$ cat config.mk
export PLATFORM = sky130hd
export DESIGN_NAME = bse_cell
export DESIGN_NICKNAME = d
export VERILOG_FILES = /design/src/rtl/core/bubble_sort_engine_macros.svh /design/src/rtl/core/bse_pkg.sv /design/src/rtl/core/bse_cell.sv
export SDC_FILE = /design/constraint.sdc
export NUM_CORES = 1
export LEC_CHECK = 0
export BUFFER_PORTS_ARGS = -buffer_cell sky130_fd_sc_hd__buf_2
export CAP_MARGIN = 20
export CORE_ASPECT_RATIO = 0.6
export CORE_MARGIN = 1.5
export CORE_UTILIZATION = 29
export CTS_CLUSTER_DIAMETER = 30
export DETAILED_ROUTE_END_ITERATION = 12
export PLACE_DENSITY_LB_ADDON = 0.25
export SETUP_SLACK_MARGIN = 0.05
export SLEW_MARGIN = 5
export SYNTH_ARGS = -nofsm -noshare
export SYNTH_HDL_FRONTEND = slang
export SYNTH_SLANG_ARGS = --single-unit
export TNS_END_PERCENT = 100
$ cat constraint.sdc
create_clock -name i_clk -period 9.78 [get_ports i_clk]
set_input_delay 0.978 -clock i_clk [delete_from_list [all_inputs] [get_ports i_clk]]
set_output_delay 0.978 -clock i_clk [all_outputs]
set_load 0.02 [all_outputs]
$ cat src/rtl/core/bubble_sort_engine_macros.svh
// ----------------------------------------------------------------------------
// bubble_sort_engine_macros.svh
// assertion macros shared by the sort engine
// ----------------------------------------------------------------------------
`ifndef BUBBLE_SORT_ENGINE_MACROS_SVH
`define BUBBLE_SORT_ENGINE_MACROS_SVH

// same-cycle implication, checked outside reset
`define BSE_ASSERT_IMP(label, clk, rst_n, ante, cons) \
    label: assert property (@(posedge clk) disable iff (!rst_n) (ante) |-> (cons)) \
        else $error("bse assertion failed");

// next-cycle implication, checked outside reset
`define BSE_ASSERT_NXT(label, clk, rst_n, ante, cons) \
    label: assert property (@(posedge clk) disable iff (!rst_n) (ante) |=> (cons)) \
        else $error("bse assertion failed");

`endif

$ cat src/rtl/core/bse_pkg.sv
// ----------------------------------------------------------------------------
// bse_pkg
// shared types of the sort engine
// ----------------------------------------------------------------------------
`timescale 1ns / 1ps

package bse_pkg;

    // load: taking elements, settle: chain drains, emit: sorted values go out
    typedef enum logic [1:0] {
        ST_LOAD,
        ST_SETTLE,
        ST_EMIT
    } t_state;

endpackage

$ cat src/rtl/core/bse_cell.sv
// ----------------------------------------------------------------------------
// bse_cell
// one compare-swap cell: keeps the smaller value, passes the larger one on
// ----------------------------------------------------------------------------
`timescale 1ns / 1ps

module bse_cell #(
    parameter int DATA_WIDTH = 32
) (
    input  logic                  i_clk,
    input  logic                  i_rst_n,
    input  logic                  i_shift,
    input  logic                  i_pass_vld,
    input  logic [DATA_WIDTH-1:0] i_pass_val,
    input  logic                  i_nbr_full,
    input  logic [DATA_WIDTH-1:0] i_nbr_val,
    output logic                  o_full,
    output logic [DATA_WIDTH-1:0] o_val,
    output logic                  o_pass_vld,
    output logic [DATA_WIDTH-1:0] o_pass_val
);

    import bse_pkg::*;

    logic                  r_full, n_full;
    logic [DATA_WIDTH-1:0] r_val, n_val;
    logic                  r_pass_vld, n_pass_vld;
    logic [DATA_WIDTH-1:0] r_pass_val, n_pass_val;

    always_comb begin
        n_full     = r_full;
        n_val      = r_val;
        n_pass_vld = 1'b0;
        n_pass_val = r_pass_val;
        if (i_shift) begin
            // drain toward the head of the chain
            n_full = i_nbr_full;
            n_val  = i_nbr_val;
        end else if (i_pass_vld) begin
            if (!r_full) begin
                n_full = 1'b1;
                n_val  = i_pass_val;
            end else if ($signed(i_pass_val) < $signed(r_val)) begin
                n_val      = i_pass_val;
                n_pass_vld = 1'b1;
                n_pass_val = r_val;
            end else begin
                n_pass_vld = 1'b1;
                n_pass_val = i_pass_val;
            end
        end
    end

    always_ff @(posedge i_clk) begin
        if (!i_rst_n) begin
            r_full     <= 1'b0;
            r_pass_vld <= 1'b0;
        end else begin
            r_full     <= n_full;
            r_pass_vld <= n_pass_vld;
        end
    end

    always_ff @(posedge i_clk) begin
        r_val      <= n_val;
        r_pass_val <= n_pass_val;
    end

    assign o_full     = r_full;
    assign o_val      = r_val;
    assign o_pass_vld = r_pass_vld;
    assign o_pass_val = r_pass_val;

endmodule

==> metrics.json, run 1 <==
{
  "status": {"value": "finished clean"},
  "post-cts-setup-buffers": {"value": 0},
  "numPortBuffers": {"value": 134},
  "core-area": {"value": 0.01206, "unit": "mm^2"},
  "overflow": {"value": 0},
  "timing.rr.end": {"value": "o_val[16]"},
  "critical_path_class": {"value": "in2reg"},
  "synth-compound-area-share": {"value": 5.554, "unit": "%"},
  "netlist_area": {"value": 0.003582, "unit": "mm^2"},
  "crit-reg2reg-launch": {"value": "o_val[2]"},
  "max-clock-path-buffers": {"value": 2},
  "total_power": {"value": 845.0, "unit": "uW"},
  "number_of_h_tree_levels": {"value": 3},
  "setup_ws": {"value": 5.813, "unit": "ns"},
  "leakagePower": {"value": 0.002104, "unit": "uW"},
  "hold_path_end": {"value": "o_full"},
  "count_of_clock_tree_sinks": {"value": 66},
  "worstRegToRegCells": {"value": 9},
  "cts_bufs_inserted": {"value": 9},
  "min_period": {"value": 3.967, "unit": "ns"},
  "fin_crit_sh": {"value": 40.56, "unit": "%"},
  "p_per_area": {"value": 178.7, "unit": "mW/mm^2"},
  "detail_route.wl_per_cell": {"value": 15.61, "unit": "um"},
  "grt_first_pass_wirelength": {"value": 13440, "unit": "um"},
  "grt_setup_unrepaired": {"value": "no"},
  "fp.dieArea": {"value": 0.01305, "unit": "mm^2"},
  "timing_hold_violations_final": {"value": 0},
  "worst_hold_path_type": {"value": "reg2reg"},
  "worstMarginPinSlew": {"value": 0.8683, "unit": "ns"},
  "max_clock_freq": {"value": 252.1, "unit": "MHz"},
  "syn-mean-instance-area": {"value": 13.99, "unit": "um^2"},
  "grt_pass1_vias": {"value": 2456},
  "layout_commonest_cell": {"value": "sky130_fd_sc_hd__buf_2"},
  "row_count": {"value": 31},
  "synth_cell_types": {"value": 30},
  "vias_per_cell": {"value": 4.491},
  "ant_nets": {"value": 0},
  "pre_cts_ws": {"value": 5.409, "unit": "ns"},
  "timing.hold.worst.start": {"value": "o_full"},
  "finalSetupTns": {"value": 0, "unit": "ns"},
  "number_of_iterations_in_the_first_detailed_routing_pass": {"value": 4},
  "postSynthNetCount": {"value": 356},
  "io_pins": {"value": 135},
  "netlist_instances": {"value": 256},
  "drt-initial-drc-count": {"value": 95},
  "finalWirelength": {"value": 8834, "unit": "um"},
  "post_synth_and_or_nand_nor_area_fraction": {"value": 3.912, "unit": "%"},
  "detail_route.drc_violations": {"value": 0},
  "grt_max_degree": {"value": 37},
  "multi_input_combinational_cell_area": {"value": 0.001456, "unit": "mm^2"},
  "clockRootBuffer": {"value": "sky130_fd_sc_hd__clkbuf_16"},
  "grt_antenna_before_repair": {"value": 1},
  "drive_gt1_share": {"value": 53.37, "unit": "%"},
  "post_cts.resized_instances": {"value": 0},
  "floorplan.initialDensity": {"value": 29.70, "unit": "%"},
  "hpwl": {"value": 6358, "unit": "um"},
  "layout.filler_cells": {"value": 1190},
  "max_cap_viols": {"value": 0},
  "cp-start-kind": {"value": "input port"},
  "die_y": {"value": 89.09, "unit": "um"},
  "final_cell_mix": {"value": "sky130_fd_sc_hd__buf_2, sky130_fd_sc_hd__edfxtp_1, sky130_fd_sc_hd__mux2_2"},
  "synth_seq_area_share": {"value": 54.77, "unit": "%"},
  "syn2layout_area_growth": {"value": 32.03, "unit": "%"},
  "antenna_cells_inserted": {"value": 0},
  "globalRouteMet1Util": {"value": 19.28, "unit": "%"},
  "synth.mux.area_fraction": {"value": 20.12, "unit": "%"},
  "ys.warnings.count": {"value": 0},
  "route.vias.total": {"value": 2542},
  "timing.max_slew.rel_slack": {"value": 42.12, "unit": "%"},
  "worst-endpoint-arrival": {"value": 3.91, "unit": "ns"},
  "placed_cell_area": {"value": 0.004434, "unit": "mm^2"},
  "met2_usage": {"value": 20.68, "unit": "%"},
  "adder_and_majority_gate_portion_of_the_synthesized_area": {"value": 10.83, "unit": "%"},
  "clk_latency": {"value": 0.33, "unit": "ns"},
  "setup_viol": {"value": 0},
  "synth_xor_xnor_area_share": {"value": 0, "unit": "%"},
  "worstPathRequired": {"value": 9.73, "unit": "ns"},
  "slew_violations": {"value": 0},
  "place_congestion": {"value": 0.7369},
  "die-width": {"value": 146.5, "unit": "um"},
  "clock_tree_from_tritoncts": {"value": "done"},
  "vdd.ir_drop.worst": {"value": 0.07559, "unit": "mV"},
  "design.final.nets": {"value": 497},
  "path_max_fanout": {"value": 32},
  "grt_use_total": {"value": 13.88, "unit": "%"},
  "rrSetupSlack": {"value": 6.16, "unit": "ns"},
  "met3_track_demand_over_resource": {"value": 4.541, "unit": "%"},
  "number_of_synthesized_register_bits": {"value": 66},
  "busiest_layer": {"value": "met2"},
  "timing.hold.worst_path_depth": {"value": 1},
  "sequential_cell_area": {"value": 0.001962, "unit": "mm^2"},
  "synth_top_family_by_area": {"value": "multiplexers"},
  "cts.reportedPaths.clkPinSlew": {"value": 0.05, "unit": "ns"},
  "fin_worst_skew": {"value": 0.005760, "unit": "ns"},
  "critPathCaptureType": {"value": "register"},
  "postCtsHoldBufs": {"value": 0},
  "stdcell_area": {"value": 0.004730, "unit": "mm^2"}
}
-- through the flow --
stage | hold slack [ns] | utilization [%] | std cells
3_3_place_gp | 0.5337 | 36.76 | 550
6_report | 0.5501 | 39.21 | 566
2_1_floorplan | 0.6519 | - | 256
5_1_grt | 0.5579 | 39.21 | 566
3_5_place_dp | 0.5325 | 36.76 | 550
4_1_cts | 0.5478 | 39.04 | 565
-- layout make-up --
class | count | share of cell area [%]
Clock buffer | 10 | 4.841
Sequential cell | 66 | 41.48
Timing Repair Buffer | 137 | 14.92
Clock inverter | 5 | 0.9788
Inverter | 33 | 2.619
Tap cell | 165 | 4.365
Multi-Input combinational cell | 150 | 30.79
-- state kept, by name (all words and copies together), names as in the netlist --
name and count:
o_full 1, o_val 32, o_pass_vld 1, o_pass_val 32
-- cells in the mapped netlist, drive strengths merged --
cell | instances | area share (%)
o311a | 1 | 0.28
or3 | 1 | 0.17
a221o | 1 | 0.28
o221ai | 1 | 0.24
nand2b | 3 | 0.52
and2 | 3 | 0.52
and4 | 2 | 0.49
edfxtp | 64 | 54
mux2 | 64 | 20
a31oi | 1 | 0.17
o22a | 1 | 0.24
a211o | 2 | 0.49
o22ai | 1 | 0.17
inv | 33 | 3.5
o21ai | 3 | 0.42
ha | 31 | 11
buf | 4 | 1.0
nor2 | 5 | 0.52
nand2 | 7 | 0.73
a21oi | 12 | 1.7
a211oi | 2 | 0.91
clkbuf | 3 | 0.31
a221oi | 1 | 0.24
a21o | 2 | 0.42
nand4 | 3 | 0.52
dfxtp | 2 | 1.1
nand3 | 3 | 0.42
-- worst max path at each step --
stage / start / endpoint / slack (ns) / depth (start not counted)
final: i_pass_val[2] / o_val[16] / 5.81 / 9
after global routing: i_pass_val[2] / o_val[17] / 5.59 / 9
after CTS: i_pass_val[2] / o_val[24] / 5.74 / 9
after detailed placement: i_pass_val[2] / o_val[12] / 5.41 / 9
after global placement: i_pass_val[2] / o_val[16] / 5.55 / 9
after floorplan: i_pass_val[25] / o_val[0] / 5.90 / 8
-- worst max-delay path: stages --
cell and delay, ns:
sky130_fd_sc_hd__buf_2 0.12, sky130_fd_sc_hd__ha_1 0.32, sky130_fd_sc_hd__a211o_1 0.30, sky130_fd_sc_hd__a31oi_1 0.14, sky130_fd_sc_hd__o221ai_1 0.18, sky130_fd_sc_hd__a211o_1 0.36
sky130_fd_sc_hd__a211oi_4 0.21, sky130_fd_sc_hd__buf_4 0.45, sky130_fd_sc_hd__o22a_2 0.83
-- metal layers --
layer	wire length, um	share of wire (%)
met1	4558	52
met2	3642	41
met3	574	6.5
met4	59	0.67
met5	0	0
-- cells by family (layout without fill, tap and decap cells) --
kind of cell / Yosys count / after routing
flip-flops: 66 / 66
multiplexers: 64 / 64
buffers and inverters: 40 / 185
adder cells (fa/ha/maj): 31 / 31
AO/OA/AOI/OAI: 28 / 28
AND/OR/NAND/NOR: 27 / 27
-- power by group --
part	switching, uW	total, uW	internal [uW]
Sequential	12.2	354	342
Clock	114	306	193
Combinational	100	184	84.4
Total	226	845	619
No activity file was read; power rests on OpenSTA's default activity.
==> run 2, diff against run 1 <==
==> constraint.sdc (replaced) <==
create_clock -name i_clk -period 4 [get_ports i_clk]
set_input_delay 0.4 -clock i_clk [delete_from_list [all_inputs] [get_ports i_clk]]
set_output_delay 0.4 -clock i_clk [all_outputs]
set_load 0.02 [all_outputs]
==> metrics.json, run 2 (synthesized netlist as in run 1, its figures left out) <==
{
  "status": {"value": "finished clean", "change": "unchanged"},
  "timing.rr.end": {"value": "o_val[19]", "change": "was o_val[16]"},
  "worst-endpoint-arrival": {"value": 3.01, "unit": "ns", "change": "was 3.91 ns"},
  "cts.reportedPaths.clkPinSlew": {"value": 0.05, "unit": "ns", "change": "about the same"},
  "row_count": {"value": 31, "change": "unchanged"},
  "clockRootBuffer": {"value": "sky130_fd_sc_hd__clkbuf_16", "change": "unchanged"},
  "drive_gt1_share": {"value": 53.96, "unit": "%", "change": "was 53.37%"},
  "grt_setup_unrepaired": {"value": "no", "change": "unchanged"},
  "detail_route.wl_per_cell": {"value": 14.99, "unit": "um", "change": "was 15.61 um"},
  "vdd.ir_drop.worst": {"value": 0.1953, "unit": "mV", "change": "was 0.07559 mV"},
  "timing_hold_violations_final": {"value": 0, "change": "unchanged"},
  "final_core_util": {"value": 39.45, "unit": "%", "change": "was 39.21%"},
  "p_per_area": {"value": 428.3, "unit": "mW/mm^2", "change": "was 178.7 mW/mm^2"},
  "slew_violations": {"value": 0, "change": "unchanged"},
  "cts_bufs_inserted": {"value": 9, "change": "unchanged"},
  "fin_crit_sh": {"value": 74.64, "unit": "%"},
  "grt_max_degree": {"value": 35, "change": "was 37"},
  "path_max_fanout": {"value": 19, "change": "was 32"},
  "post_cts.resized_instances": {"value": 0, "change": "unchanged"},
  "die-width": {"value": 146.5, "unit": "um", "change": "unchanged"},
  "vias_per_cell": {"value": 4.402, "change": "was 4.491"},
  "layout_commonest_cell": {"value": "sky130_fd_sc_hd__buf_2", "change": "unchanged"},
  "min_period": {"value": 2.986, "unit": "ns"},
  "grt_pass1_vias": {"value": 2427, "change": "was 2456"},
  "ant_nets": {"value": 0, "change": "unchanged"},
  "final_cell_mix": {"value": "sky130_fd_sc_hd__buf_2, sky130_fd_sc_hd__edfxtp_1, sky130_fd_sc_hd__mux2_2", "change": "unchanged"},
  "worst_hold_path_type": {"value": "in2reg", "change": "was reg2reg"},
  "route.vias.total": {"value": 2505, "change": "was 2542"},
  "timing.hold.worst_path_depth": {"value": 2, "change": "was 1"},
  "post-cts-setup-buffers": {"value": 0, "change": "unchanged"},
  "critPathMaxStageDelay": {"value": 0.47, "unit": "ns", "change": "was 0.83 ns"},
  "cpMaxStageDelayCell": {"value": "sky130_fd_sc_hd__o22a_2", "change": "unchanged"},
  "hold_path_end": {"value": "o_pass_vld", "change": "was o_full"},
  "finalWirelength": {"value": 8532, "unit": "um", "change": "was 8834 um"},
  "postCtsHoldBufs": {"value": 0, "change": "unchanged"},
  "antenna_cells_inserted": {"value": 0, "change": "unchanged"},
  "overflow": {"value": 0, "change": "unchanged"},
  "io_pins": {"value": 135, "change": "unchanged"},
  "count_of_clock_tree_sinks": {"value": 66, "change": "unchanged"},
  "cell_by_cell_trace_of_the_critical_path": {"value": "inv_1 -> ha_1 -> a211o_1 -> a31oi_1 -> o221ai_1 -> a211o_1 -> a211oi_4 -> o22a_2 -> buf_12", "change": "was buf_2 -> ha_1 -> a211o_1 -> a31oi_1 -> o221ai_1 -> a211o_1 -> a211oi_4 -> buf_4 -> o22a_2"},
  "leakagePower": {"value": 0.002117, "unit": "uW", "change": "was 0.002104 uW"},
  "grt_antenna_before_repair": {"value": 0, "change": "was 1"},
  "die_y": {"value": 89.09, "unit": "um", "change": "unchanged"},
  "grt_use_total": {"value": 13.54, "unit": "%", "change": "was 13.88%"},
  "timing.max_slew.rel_slack": {"value": 66.09, "unit": "%", "change": "was 42.12%"},
  "numPortBuffers": {"value": 134, "change": "unchanged"},
  "grt_first_pass_wirelength": {"value": 13230, "unit": "um", "change": "was 13440 um"},
  "clk_latency": {"value": 0.32, "unit": "ns", "change": "was 0.33 ns"},
  "fp.dieArea": {"value": 0.01305, "unit": "mm^2", "change": "unchanged"},
  "core-area": {"value": 0.01206, "unit": "mm^2", "change": "unchanged"},
  "number_of_iterations_in_the_first_detailed_routing_pass": {"value": 4, "change": "unchanged"},
  "max_cap_viols": {"value": 0, "change": "unchanged"},
  "place_congestion": {"value": 0.7137, "change": "was 0.7369"},
  "pre_cts_ws": {"value": 0.8680, "unit": "ns", "change": "was 5.409 ns"},
  "setup_ws": {"value": 1.014, "unit": "ns", "change": "was 5.813 ns"},
  "crit-reg2reg-launch": {"value": "o_val[2]", "change": "unchanged"},
  "max_clock_freq": {"value": 334.9, "unit": "MHz"},
  "total_power": {"value": 2038, "unit": "uW", "change": "was 845.0 uW"},
  "number_of_h_tree_levels": {"value": 3, "change": "unchanged"},
  "worstRegToRegCells": {"value": 9, "change": "unchanged"},
  "design.final.nets": {"value": 499, "change": "was 497"},
  "setup_viol": {"value": 0, "change": "unchanged"},
  "clock_tree_from_tritoncts": {"value": "done", "change": "unchanged"},
  "critPathCaptureType": {"value": "register", "change": "unchanged"},
  "cp-start-kind": {"value": "register", "change": "was input port"},
  "worstPathRequired": {"value": 4.02, "unit": "ns", "change": "was 9.73 ns"},
  "syn2layout_area_growth": {"value": 32.83, "unit": "%", "change": "was 32.03%"},
  "hold_slack": {"value": 0.2989, "unit": "ns", "change": "was 0.5501 ns"},
  "timing.hold.worst.start": {"value": "i_rst_n", "change": "was o_full"},
  "detail_route.drc_violations": {"value": 0, "change": "unchanged"},
  "fin_worst_skew": {"value": 0.005995, "unit": "ns", "change": "was 0.005760 ns"},
  "max-clock-path-buffers": {"value": 2, "change": "unchanged"},
  "critical_path_class": {"value": "reg2reg", "change": "was in2reg"},
  "finalSetupTns": {"value": 0, "unit": "ns", "change": "unchanged"},
  "drt-initial-drc-count": {"value": 97, "change": "was 95"},
  "worstMarginPinSlew": {"value": 0.5087, "unit": "ns", "change": "was 0.8683 ns"},
  "hpwl": {"value": 6355, "unit": "um", "change": "was 6358 um"},
  "critical-path-top-cell-by-count": {"value": "sky130_fd_sc_hd__a211o_1", "change": "unchanged"},
  "floorplan.initialDensity": {"value": 29.70, "unit": "%", "change": "unchanged"},
  "rrSetupSlack": {"value": 1.01, "unit": "ns", "change": "was 6.16 ns"}
}
-- run 2: cell types whose count changed in the layout (fill, tap and decap cells not counted) --
cell	before	now
sky130_fd_sc_hd__clkinvlp_4	0	1
sky130_fd_sc_hd__buf_4	2	3
sky130_fd_sc_hd__clkbuf_1	1	3
sky130_fd_sc_hd__clkinv_1	3	0
sky130_fd_sc_hd__clkbuf_8	0	2
sky130_fd_sc_hd__buf_12	1	2
sky130_fd_sc_hd__bufinv_16	1	0
-- run 2: worst max-delay path, delay by kind of cell, from the launching register on --
kind	cells	cell delay, ns
compound gates	6	1.68
flops	1	0.42
buf+inv	2	0.32
fa+ha+maj	1	0.24
-- run 2: final cells by class --
| type | count | area, um^2 |
|---|---|---|
| Clock buffer | 14 | 264.0 |
| Clock inverter | 2 | 12.51 |
| Fill cell | 1170 | 7305 |
| Inverter | 33 | 123.9 |
| Multi-Input combinational cell | 150 | 1456 |
| Sequential cell | 66 | 1962 |
| Tap cell | 165 | 206.4 |
| Timing Repair Buffer | 139 | 733.2 |
-- run 2: worst max-delay path by stage --
| stage | startpoint | endpoint | slack, ns | cells past startpoint |
|---|---|---|---|---|
| final | o_val[2] | o_val[19] | 1.01 | 9 |
| after global routing | o_val[2] | o_val[25] | 0.79 | 9 |
| after CTS | o_val[2] | o_val[19] | 0.95 | 9 |
| after detailed placement | i_pass_val[2] | o_val[13] | 0.87 | 9 |
| after global placement | i_pass_val[2] | o_val[13] | 0.89 | 9 |
| after floorplan | o_val[25] | o_val[0] | 0.58 | 9 |
-- run 2: power breakdown --
part           total (uW)  switching, uW  internal [uW]  leakage, uW
Sequential            866           30.1            836     0.000631
Clock                 719            267            452     0.000133
Combinational         453            241            212      0.00135
-- run 2: routing by layer --
layer	wire length, um	GRT usage [%]
met2	3451	18.79
met5	0	0
met1	4414	19.76
met3	614	5.102
met4	52	3.030
-- run 2: metrics by stage --
step / instances / instance area (um^2)
6_report: 569 / 4758
5_1_grt: 569 / 4758
4_1_cts: 568 / 4738
3_5_place_dp: 552 / 4462
3_3_place_gp: 552 / 4462
2_1_floorplan: 256 / 3582
